## config.mk

```make
export PLATFORM = sky130hd
export DESIGN_NAME = murmur3_key_bucket_select
export DESIGN_NICKNAME = d
export VERILOG_FILES = /design/src/rtl/core/mkbs_pkg.sv /design/src/rtl/core/murmur3_key_bucket_select.sv /design/src/rtl/core/mkbs_ctrl.sv /design/src/rtl/core/mkbs_dp.sv
export VERILOG_INCLUDE_DIRS = /design/src /design/src/rtl/core
export SDC_FILE = /design/constraint.sdc
export NUM_CORES = 2
export LEC_CHECK = 0
export BUFFER_PORTS_ARGS = -buffer_cell sky130_fd_sc_hd__buf_2
export CAP_MARGIN = 20
export CORE_ASPECT_RATIO = 1.75
export CORE_MARGIN = 1.5
export CORE_UTILIZATION = 24
export CTS_BUF_LIST = sky130_fd_sc_hd__clkbuf_2
export CTS_CLUSTER_DIAMETER = 50
export DETAILED_ROUTE_END_ITERATION = 10
export PLACE_DENSITY_LB_ADDON = 0.1
export SETUP_SLACK_MARGIN = 0.2
export SYNTH_ARGS = -nofsm -noshare
export SYNTH_HDL_FRONTEND = slang
export SYNTH_SLANG_ARGS = --single-unit
```

## constraint.sdc

```tcl
create_clock -name aclk -period 15.3 [get_ports aclk]
set_clock_uncertainty 0.2 [all_clocks]
set_input_delay 3.825 -clock aclk [delete_from_list [all_inputs] [get_ports aclk]]
set_output_delay 3.825 -clock aclk [all_outputs]
set_load 0.01 [all_outputs]
```

## src/rtl/core/murmur3_key_bucket_select_macros.svh

```systemverilog
// Assertion macros for the murmur3 key bucket select block.
// Taken in by the top level with an include; no other dependencies.
`ifndef MURMUR3_KEY_BUCKET_SELECT_MACROS_SVH
`define MURMUR3_KEY_BUCKET_SELECT_MACROS_SVH

`ifndef ASSERT_OFF

// Antecedent implies consequent in the same cycle
`define MKBS_ASSERT_SAME(label, clk, rstn, ante, cons) \
    label: assert property (@(posedge clk) disable iff (!rstn) (ante) |-> (cons)) \
        else $error("mkbs assertion failed");

// Antecedent implies consequent in the next cycle
`define MKBS_ASSERT_NEXT(label, clk, rstn, ante, cons) \
    label: assert property (@(posedge clk) disable iff (!rstn) (ante) |=> (cons)) \
        else $error("mkbs assertion failed");

`else

`define MKBS_ASSERT_SAME(label, clk, rstn, ante, cons)
`define MKBS_ASSERT_NEXT(label, clk, rstn, ante, cons)

`endif

`endif

```

## src/rtl/core/mkbs_pkg.sv

```systemverilog
// Shared types and constants for the murmur3 key bucket select block.
// Used by mkbs_ctrl, mkbs_dp and the top level; no dependencies.
package mkbs_pkg;

    // Field widths
    localparam int KEY_W    = 8;
    localparam int BUCKET_W = 27;
    localparam int HASH_W   = 32;

    // MurmurHash3 x86_32 constants
    localparam logic [HASH_W-1:0] SEED     = 32'h0000_0000;
    localparam logic [HASH_W-1:0] MM_C1    = 32'hcc9e_2d51;
    localparam logic [HASH_W-1:0] MM_C2    = 32'h1b87_3593;
    localparam logic [HASH_W-1:0] MM_HADD  = 32'he654_6b64;
    localparam logic [HASH_W-1:0] MM_FMIX1 = 32'h85eb_ca6b;
    localparam logic [HASH_W-1:0] MM_FMIX2 = 32'hc2b2_ae35;

    // Datapath operation codes
    localparam logic [3:0] OP_NONE   = 4'd0;
    localparam logic [3:0] OP_ACCEPT = 4'd1;  // absorb one input beat
    localparam logic [3:0] OP_K1     = 4'd2;  // w = w * C1
    localparam logic [3:0] OP_K2     = 4'd3;  // w = rotl(w,15) * C2
    localparam logic [3:0] OP_HMIX   = 4'd4;  // fold scrambled block into h
    localparam logic [3:0] OP_TLOAD  = 4'd5;  // w = tail bytes
    localparam logic [3:0] OP_TXOR   = 4'd6;  // h ^= scrambled tail
    localparam logic [3:0] OP_FIN1   = 4'd7;  // length fold, first avalanche multiply
    localparam logic [3:0] OP_FIN2   = 4'd8;  // second avalanche multiply
    localparam logic [3:0] OP_FIN3   = 4'd9;  // last xor-shift, set up division
    localparam logic [3:0] OP_DIV    = 4'd10; // one restoring division step
    localparam logic [3:0] OP_OUT    = 4'd11; // load result, clear key state

    typedef struct packed {
        logic [3:0] op;
    } cmd_t;

    typedef struct packed {
        logic pend_full;  // three bytes waiting: next byte completes a block
        logic pend_any;   // at least one tail byte waiting
    } stat_t;

endpackage

```

## src/rtl/core/murmur3_key_bucket_select.sv

```systemverilog
// Top level of the murmur3 key bucket select block.
// Depends on mkbs_pkg, mkbs_ctrl, mkbs_dp and the assertion macro header.
//
//   channel  direction  handshake            payload
//   s_       in         s_valid / s_ready    s_key_byte, s_byte_present, s_key_end
//   m_       out        m_valid / m_ready    m_bucket_index, m_hash_value
//   cfg_     in         cfg_valid/cfg_ready  cfg_data (bucket count)
//
// A byte that does not complete a four-byte block is only absorbed; one that
// completes a block also takes two passes through the shared multiplier, then mix.
// A key end beat runs the accept, then block, tail and final mix, the bit-serial
// divider and the load of the result register.
// Reset is synchronous, active low; bucket count resets to 1.
// A held result beat stalls nothing until the next result is ready to load;
// the block then waits, input included, until the result register drains.
`include "murmur3_key_bucket_select_macros.svh"

module murmur3_key_bucket_select (
    input  logic                            aclk,
    input  logic                            aresetn,
    input  logic                            s_valid,
    output logic                            s_ready,
    input  logic [mkbs_pkg::KEY_W-1:0]      s_key_byte,
    input  logic                            s_byte_present,
    input  logic                            s_key_end,
    output logic                            m_valid,
    input  logic                            m_ready,
    output logic [mkbs_pkg::BUCKET_W-1:0]   m_bucket_index,
    output logic [mkbs_pkg::HASH_W-1:0]     m_hash_value,
    input  logic                            cfg_valid,
    output logic                            cfg_ready,
    input  logic [mkbs_pkg::BUCKET_W-1:0]   cfg_data
);

    mkbs_pkg::cmd_t  cmd;
    mkbs_pkg::stat_t stat;

    // configuration is always taken
    assign cfg_ready = 1'b1;

    mkbs_ctrl u_ctrl (
        .aclk           (aclk),
        .aresetn        (aresetn),
        .s_valid        (s_valid),
        .s_byte_present (s_byte_present),
        .s_key_end      (s_key_end),
        .s_ready        (s_ready),
        .m_ready        (m_ready),
        .m_valid        (m_valid),
        .stat           (stat),
        .cmd            (cmd)
    );

    mkbs_dp u_dp (
        .aclk           (aclk),
        .aresetn        (aresetn),
        .cmd            (cmd),
        .stat           (stat),
        .s_key_byte     (s_key_byte),
        .s_byte_present (s_byte_present),
        .cfg_valid      (cfg_valid),
        .cfg_data       (cfg_data),
        .m_bucket_index (m_bucket_index),
        .m_hash_value   (m_hash_value)
    );

    // key end beat always starts a busy finalisation
    `MKBS_ASSERT_NEXT(a_end_busy, aclk, aresetn, s_valid && s_ready && s_key_end, !s_ready)
    // result is loaded only into a free or draining output register
    `MKBS_ASSERT_SAME(a_out_free, aclk, aresetn, cmd.op == mkbs_pkg::OP_OUT, !m_valid || m_ready)
    // a new result beat follows a busy cycle
    `MKBS_ASSERT_SAME(a_rise_busy, aclk, aresetn, $rose(m_valid), $past(!s_ready))

endmodule

```

## src/rtl/core/mkbs_ctrl.sv

```systemverilog
// Sequencer for the murmur3 key bucket select block.
// Depends on mkbs_pkg; drives the datapath through mkbs_pkg::cmd_t.
module mkbs_ctrl (
    input  logic           aclk,
    input  logic           aresetn,
    input  logic           s_valid,
    input  logic           s_byte_present,
    input  logic           s_key_end,
    output logic           s_ready,
    input  logic           m_ready,
    output logic           m_valid,
    input  mkbs_pkg::stat_t stat,
    output mkbs_pkg::cmd_t  cmd
);

    localparam logic [3:0] S_IDLE = 4'd0;
    localparam logic [3:0] S_K1   = 4'd1;
    localparam logic [3:0] S_K2   = 4'd2;
    localparam logic [3:0] S_HMIX = 4'd3;
    localparam logic [3:0] S_TAIL = 4'd4;
    localparam logic [3:0] S_T1   = 4'd5;
    localparam logic [3:0] S_T2   = 4'd6;
    localparam logic [3:0] S_TXOR = 4'd7;
    localparam logic [3:0] S_FIN1 = 4'd8;
    localparam logic [3:0] S_FIN2 = 4'd9;
    localparam logic [3:0] S_FIN3 = 4'd10;
    localparam logic [3:0] S_DIV  = 4'd11;
    localparam logic [3:0] S_OUT  = 4'd12;

    logic [3:0] state_reg, state_next;
    logic       last_reg, last_next;
    logic [4:0] cnt_reg, cnt_next;
    logic       m_valid_reg, m_valid_next;

    assign s_ready = (state_reg == S_IDLE);
    assign m_valid = m_valid_reg;

    // Next state and command
    always_comb begin
        state_next   = state_reg;
        last_next    = last_reg;
        cnt_next     = cnt_reg;
        m_valid_next = m_valid_reg & ~m_ready;
        cmd.op       = mkbs_pkg::OP_NONE;
        case (state_reg)
            S_IDLE: begin
                if (s_valid) begin
                    cmd.op    = mkbs_pkg::OP_ACCEPT;
                    last_next = s_key_end;
                    if (s_byte_present && stat.pend_full) begin
                        state_next = S_K1;
                    end else if (s_key_end) begin
                        state_next = S_TAIL;
                    end
                end
            end
            S_K1: begin
                cmd.op     = mkbs_pkg::OP_K1;
                state_next = S_K2;
            end
            S_K2: begin
                cmd.op     = mkbs_pkg::OP_K2;
                state_next = S_HMIX;
            end
            S_HMIX: begin
                cmd.op     = mkbs_pkg::OP_HMIX;
                state_next = last_reg ? S_TAIL : S_IDLE;
            end
            S_TAIL: begin
                if (stat.pend_any) begin
                    cmd.op     = mkbs_pkg::OP_TLOAD;
                    state_next = S_T1;
                end else begin
                    state_next = S_FIN1;
                end
            end
            S_T1: begin
                cmd.op     = mkbs_pkg::OP_K1;
                state_next = S_T2;
            end
            S_T2: begin
                cmd.op     = mkbs_pkg::OP_K2;
                state_next = S_TXOR;
            end
            S_TXOR: begin
                cmd.op     = mkbs_pkg::OP_TXOR;
                state_next = S_FIN1;
            end
            S_FIN1: begin
                cmd.op     = mkbs_pkg::OP_FIN1;
                state_next = S_FIN2;
            end
            S_FIN2: begin
                cmd.op     = mkbs_pkg::OP_FIN2;
                state_next = S_FIN3;
            end
            S_FIN3: begin
                cmd.op     = mkbs_pkg::OP_FIN3;
                cnt_next   = '1;
                state_next = S_DIV;
            end
            S_DIV: begin
                cmd.op   = mkbs_pkg::OP_DIV;
                cnt_next = cnt_reg - 5'd1;
                if (cnt_reg == '0) begin
                    state_next = S_OUT;
                end
            end
            S_OUT: begin
                // wait for the output register to drain
                if (!m_valid_reg || m_ready) begin
                    cmd.op       = mkbs_pkg::OP_OUT;
                    m_valid_next = 1'b1;
                    last_next    = 1'b0;
                    state_next   = S_IDLE;
                end
            end
            default: begin
                state_next = S_IDLE;
            end
        endcase
    end

    always_ff @(posedge aclk) begin
        if (!aresetn) begin
            state_reg   <= S_IDLE;
            last_reg    <= 1'b0;
            cnt_reg     <= '0;
            m_valid_reg <= 1'b0;
        end else begin
            state_reg   <= state_next;
            last_reg    <= last_next;
            cnt_reg     <= cnt_next;
            m_valid_reg <= m_valid_next;
        end
    end

endmodule

```

## src/rtl/core/mkbs_dp.sv

```systemverilog
// Datapath for the murmur3 key bucket select block: hash state, shared
// multiplier, restoring divider and result register. Depends on mkbs_pkg.
module mkbs_dp (
    input  logic                            aclk,
    input  logic                            aresetn,
    input  mkbs_pkg::cmd_t                  cmd,
    output mkbs_pkg::stat_t                 stat,
    input  logic [mkbs_pkg::KEY_W-1:0]      s_key_byte,
    input  logic                            s_byte_present,
    input  logic                            cfg_valid,
    input  logic [mkbs_pkg::BUCKET_W-1:0]   cfg_data,
    output logic [mkbs_pkg::BUCKET_W-1:0]   m_bucket_index,
    output logic [mkbs_pkg::HASH_W-1:0]     m_hash_value
);

    localparam int BW = mkbs_pkg::BUCKET_W;
    localparam int HW = mkbs_pkg::HASH_W;

    logic [HW-1:0] h_reg, h_next;
    logic [HW-1:0] w_reg, w_next;
    logic [23:0]   pend_reg, pend_next;
    logic [1:0]    pcnt_reg, pcnt_next;
    logic [HW-1:0] len_reg, len_next;
    logic [BW-1:0] bucket_reg;
    logic [HW-1:0] mag_reg, mag_next;
    logic [BW-1:0] rem_reg, rem_next;
    logic          neg_reg, neg_next;
    logic [BW-1:0] idx_out_reg, idx_out_next;
    logic [HW-1:0] hash_out_reg, hash_out_next;

    logic [HW-1:0] mul_a, mul_b, mul_p;
    logic [HW-1:0] fin1_x, fin2_x, fin3_x, hmix_x, hmix_r;
    logic [BW-1:0] mod_m;
    logic [BW:0]   trial;

    assign stat.pend_full = (pcnt_reg == 2'd3);
    assign stat.pend_any  = (pcnt_reg != 2'd0);
    assign m_bucket_index = idx_out_reg;
    assign m_hash_value   = hash_out_reg;

    // a zero bucket count acts as one
    assign mod_m = (bucket_reg == '0) ? BW'(1) : bucket_reg;

    // mixing terms
    assign fin1_x = (h_reg ^ len_reg) ^ ((h_reg ^ len_reg) >> 16);
    assign fin2_x = w_reg ^ (w_reg >> 13);
    assign fin3_x = w_reg ^ (w_reg >> 16);
    assign hmix_x = h_reg ^ w_reg;
    assign hmix_r = {hmix_x[18:0], hmix_x[31:19]};
    assign trial  = {rem_reg, mag_reg[HW-1]};

    // shared multiplier, low word only
    always_comb begin
        case (cmd.op)
            mkbs_pkg::OP_K1: begin
                mul_a = w_reg;
                mul_b = mkbs_pkg::MM_C1;
            end
            mkbs_pkg::OP_K2: begin
                mul_a = {w_reg[16:0], w_reg[31:17]};
                mul_b = mkbs_pkg::MM_C2;
            end
            mkbs_pkg::OP_FIN1: begin
                mul_a = fin1_x;
                mul_b = mkbs_pkg::MM_FMIX1;
            end
            default: begin
                mul_a = fin2_x;
                mul_b = mkbs_pkg::MM_FMIX2;
            end
        endcase
    end
    assign mul_p = mul_a * mul_b;

    // next values per operation
    always_comb begin
        h_next        = h_reg;
        w_next        = w_reg;
        pend_next     = pend_reg;
        pcnt_next     = pcnt_reg;
        len_next      = len_reg;
        mag_next      = mag_reg;
        rem_next      = rem_reg;
        neg_next      = neg_reg;
        idx_out_next  = idx_out_reg;
        hash_out_next = hash_out_reg;
        case (cmd.op)
            mkbs_pkg::OP_ACCEPT: begin
                if (s_byte_present) begin
                    len_next = len_reg + HW'(1);
                    case (pcnt_reg)
                        2'd0: pend_next[7:0]   = s_key_byte;
                        2'd1: pend_next[15:8]  = s_key_byte;
                        2'd2: pend_next[23:16] = s_key_byte;
                        default: begin
                            // block complete, hand it to the scrambler
                            w_next    = {s_key_byte, pend_reg};
                            pend_next = '0;
                        end
                    endcase
                    pcnt_next = pcnt_reg + 2'd1;
                end
            end
            mkbs_pkg::OP_K1,
            mkbs_pkg::OP_K2,
            mkbs_pkg::OP_FIN1,
            mkbs_pkg::OP_FIN2: begin
                w_next = mul_p;
            end
            mkbs_pkg::OP_HMIX: begin
                h_next = (hmix_r << 2) + hmix_r + mkbs_pkg::MM_HADD;
            end
            mkbs_pkg::OP_TLOAD: begin
                w_next = {8'h00, pend_reg};
            end
            mkbs_pkg::OP_TXOR: begin
                h_next = h_reg ^ w_reg;
            end
            mkbs_pkg::OP_FIN3: begin
                w_next   = fin3_x;
                neg_next = fin3_x[HW-1];
                mag_next = fin3_x[HW-1] ? (HW'(0) - fin3_x) : fin3_x;
                rem_next = '0;
            end
            mkbs_pkg::OP_DIV: begin
                // remainder stays below the modulus, so trial fits BW+1 bits
                if (trial >= {1'b0, mod_m}) begin
                    rem_next = BW'(trial - {1'b0, mod_m});
                end else begin
                    rem_next = trial[BW-1:0];
                end
                mag_next = {mag_reg[HW-2:0], 1'b0};
            end
            mkbs_pkg::OP_OUT: begin
                idx_out_next  = (neg_reg && rem_reg != '0) ? (mod_m - rem_reg) : rem_reg;
                hash_out_next = w_reg;
                h_next        = mkbs_pkg::SEED;
                pend_next     = '0;
                pcnt_next     = '0;
                len_next      = '0;
            end
            default: begin
                h_next = h_reg;
            end
        endcase
    end

    // key state and bucket count
    always_ff @(posedge aclk) begin
        if (!aresetn) begin
            h_reg      <= mkbs_pkg::SEED;
            pend_reg   <= '0;
            pcnt_reg   <= '0;
            len_reg    <= '0;
            bucket_reg <= BW'(1);
        end else begin
            h_reg    <= h_next;
            pend_reg <= pend_next;
            pcnt_reg <= pcnt_next;
            len_reg  <= len_next;
            if (cfg_valid) begin
                bucket_reg <= cfg_data;
            end
        end
    end

    // working and result payload
    always_ff @(posedge aclk) begin
        w_reg        <= w_next;
        mag_reg      <= mag_next;
        rem_reg      <= rem_next;
        neg_reg      <= neg_next;
        idx_out_reg  <= idx_out_next;
        hash_out_reg <= hash_out_next;
    end

endmodule

```

==> summary.md <==
| Metric | Value |
|---|---|
| Status | finished, final reports clean |
| Vias in the first global route | 29,800 |
| Initial DRT Pass Iterations | 8 |
| Final Setup Violations | 0 |
| Layout cells sized above 1 | 8.96% |
| Slew HR | a little under a quarter |
| Final Routed Wirelength | around 160,000 um |
| Final slew viol count | 0 |
| Core Region | between 100,000 and 150,000 um^2 |
| Cell Rows | 180 |
| Ys async rst share | 0% |
| Clk buf depth | 3 |
| WL per Instance | approximately 28 um |
| Number of hold violations in the final report | 0 |
| Gr usage total | 22.7% |
| First-pass GRT wire length | 224,000 um |
| Initial antenna violation count | 13 |
| YS warnings | 0 |
| P&R area growth vs syn | 10.5% |
| Clock sink total | between 200 and 300 |
| CP Capture Type | flip-flop |
| Setup TNS | 0 ns |
| Crit Reg-Reg Startpoint | u_ctrl.state_reg[2] |
| Postcts setup bufs | 0 |
| Min-delay src | u_dp.mag_reg[19] |
| Htree depth | 3 |
| Nets | between 4,000 and 5,000 |
| Least-Margin Pin Slew | 1.16 ns |
| Seq cells post-synth | 279 |
| Hpwl dp | 133,000 um |
| Port bufs | a little over 100 |
| Crit path launch | u_ctrl.state_reg[2] |
| Worst skew pair latency | 1.29 ns |
| CP Class | flip-flop to flip-flop |
| Post-Syn Area per Cell | approximately 8.9 um^2 |
| Total number of vias | about 27,000 |
| CTS resizes | 0 |
| RSZ-0062 raised after global routing | false |
| Gpl congestion | between 1 and 1.5 |
| Hold_buf cts | 0 |
| Slowest cell on the critical path | o211ai_1 |
| Max-cap violations | 0 |
| Fin crit period | between 10 and 15 ns |
| Max frequency | 0.0869 GHz |
| CTS tree | done |
| EDFF count, synth | between 150 and 200 |
| Vias per inst | 4.74 |
| Syn Nets | ~4,500 |
| DRT iter0 DRCs | about 1,500 |
| Global route overflow | 0 |
| CP max stage delay | about 0.94 ns |
| Synth Flop Type | edfxtp_1 |
| Die height | between 400 and 500 um |
| Mapped Cells | 3,769 |
| Worst Path Arrival | 12.35 ns |
| Req. time, crit path | approximately 16 ns |
| CP Max Fanout | 28 |
| DIE AREA | between 100,000 and 150,000 um^2 |
| Residual DRC | 0 |
| Post-route ant nets | 0 |
| Sequential area share after synthesis | a little over a fifth |
| CTS buffer count | 80 |
| Most Frequent Cell on Critical Path | fa_1 |
| Ports | between 100 and 150 |
| Hold Crit Class | flip-flop to flip-flop |
| Die X | ~280 um |
| Yosys cell types | between 90 and 100 |
| Startpoint types | flip-flop |
| Clock-pin slew on the worst setup and hold paths | 0.12 ns |
| Syn Std Cell Area | between 30,000 and 40,000 um^2 |
| Period utilisation layout | between 70% and 80% |
| Clock root cell | clkbuf_2 |
| Starting Density | about a quarter |
| Largest net degree at the start of global routing | between 60 and 70 |
cells in the mapped netlist (17+ instances only):
cell / count / area share, %
a21o_1: 60 / 1.3
and2_1: 21 / 0.39
nand2b_1: 21 / 0.39
o21a_1: 17 / 0.38
and3_1: 27 / 0.51
a211oi_1: 17 / 0.38
inv_1: 722 / 8.1
edfxtp_1: 151 / 14
a22oi_1: 19 / 0.43
nand3_1: 62 / 0.93
mux2i_1: 51 / 1.5
buf_1: 17 / 0.19
o21ai_0: 170 / 2.5
a21oi_1: 176 / 2.6
xnor2_1: 173 / 4.5
ha_1: 256 / 9.6
or3_1: 22 / 0.41
fa_1: 394 / 24
nand2_1: 343 / 3.9
nor3_1: 26 / 0.39
clkbuf_1: 141 / 1.6
nand4_1: 21 / 0.39
dfxtp_1: 128 / 7.7
nor2b_1: 45 / 0.84
nor2_1: 255 / 2.9
a31oi_1: 19 / 0.36
xor2_1: 135 / 3.5
area by class of cell:
| class | count | area (um^2) |
|---|---|---|
| Fill cell | 15200 | 101000 |
| Multi-Input combinational cell | 2588 | 22900 |
| Sequential cell | 279 | 7100 |
| Inverter | 725 | 2720 |
| Tap cell | 1820 | 2280 |
| Timing Repair Buffer | 177 | 1070 |
| Clock buffer | 104 | 520 |
| Clock inverter | 45 | 289 |
| Antenna cell | 5 | 12.5 |
layout by cell type (no fill, tap or decap), drive strengths merged, types with 64 or more instances in the layout:
cell type / instances
edfxtp: 151
buf: 177
xor2: 135
clkbuf: 104
nand3: 64
fa: 394
a21oi: 177
nor2: 257
dfxtp: 128
inv: 727
nand2: 344
ha: 256
o21ai: 179
xnor2: 175
through the flow:
step	instances	util [%]	setup WS, ns	hold slack (ns)	cell area [um^2]
2_1_floorplan	3769	-	6.35	0.224	33400
3_3_place_gp	5588	26.2	3.71	0.241	36100
3_5_place_dp	5589	26.2	3.73	0.245	36100
4_1_cts	5738	26.8	3.85	0.263	36900
5_1_grt	5741	26.8	3.37	0.285	36900
6_report	5743	26.8	3.79	0.256	36900
per-layer routing:
| metal | track usage, % | vias up | routed length, um |
|---|---|---|---|
| li1 | - | 12400 | - |
| met1 | 20.7 | 13700 | 51200 |
| met2 | 44.9 | 741 | 88800 |
| met3 | 2.73 | 353 | 5330 |
| met4 | 18.1 | 8 | 14400 |
| met5 | 0 | - | 56 |
critical path: cells and delay by family (launching register included):
| kind | cells | cell delay (ns) |
|---|---|---|
| and+or+nand+nor | 6 | 1.73 |
| AOI/OAI and AO/OA | 10 | 2.93 |
| DFF | 1 | 0.71 |
| xor gates and xnor gates | 1 | 0.18 |
| buffers and inverters | 7 | 1.26 |
| adders and majority gates | 9 | 4.36 |
cell families after synthesis:
| group | share of synthesized area, % |
|---|---|
| AO/OA/AOI/OAI | 12.6 |
| XOR/XNOR | 8.38 |
| adder cells (fa/ha/maj) | 33.2 |
| buffers and inverters | 10.3 |
| flip-flops | 21.3 |
| multiplexers | 1.60 |
| other | 0.0112 |
| AND/OR/NAND/NOR | 12.7 |
path summary, 6_finish.rpt:
kind	to	slack (ns)	cells after the start
worst max-delay path	u_dp.w_reg[31]	3.79	33
worst min-delay path	u_dp.mag_reg[20]	0.26	2
worst max register to register	u_dp.w_reg[31]	3.79	33
worst min register to register	u_dp.mag_reg[20]	0.26	2
Power is left out: the tool's default activity adds up to more than one toggle a clock period on the data nets, which glitch-free logic cannot reach.
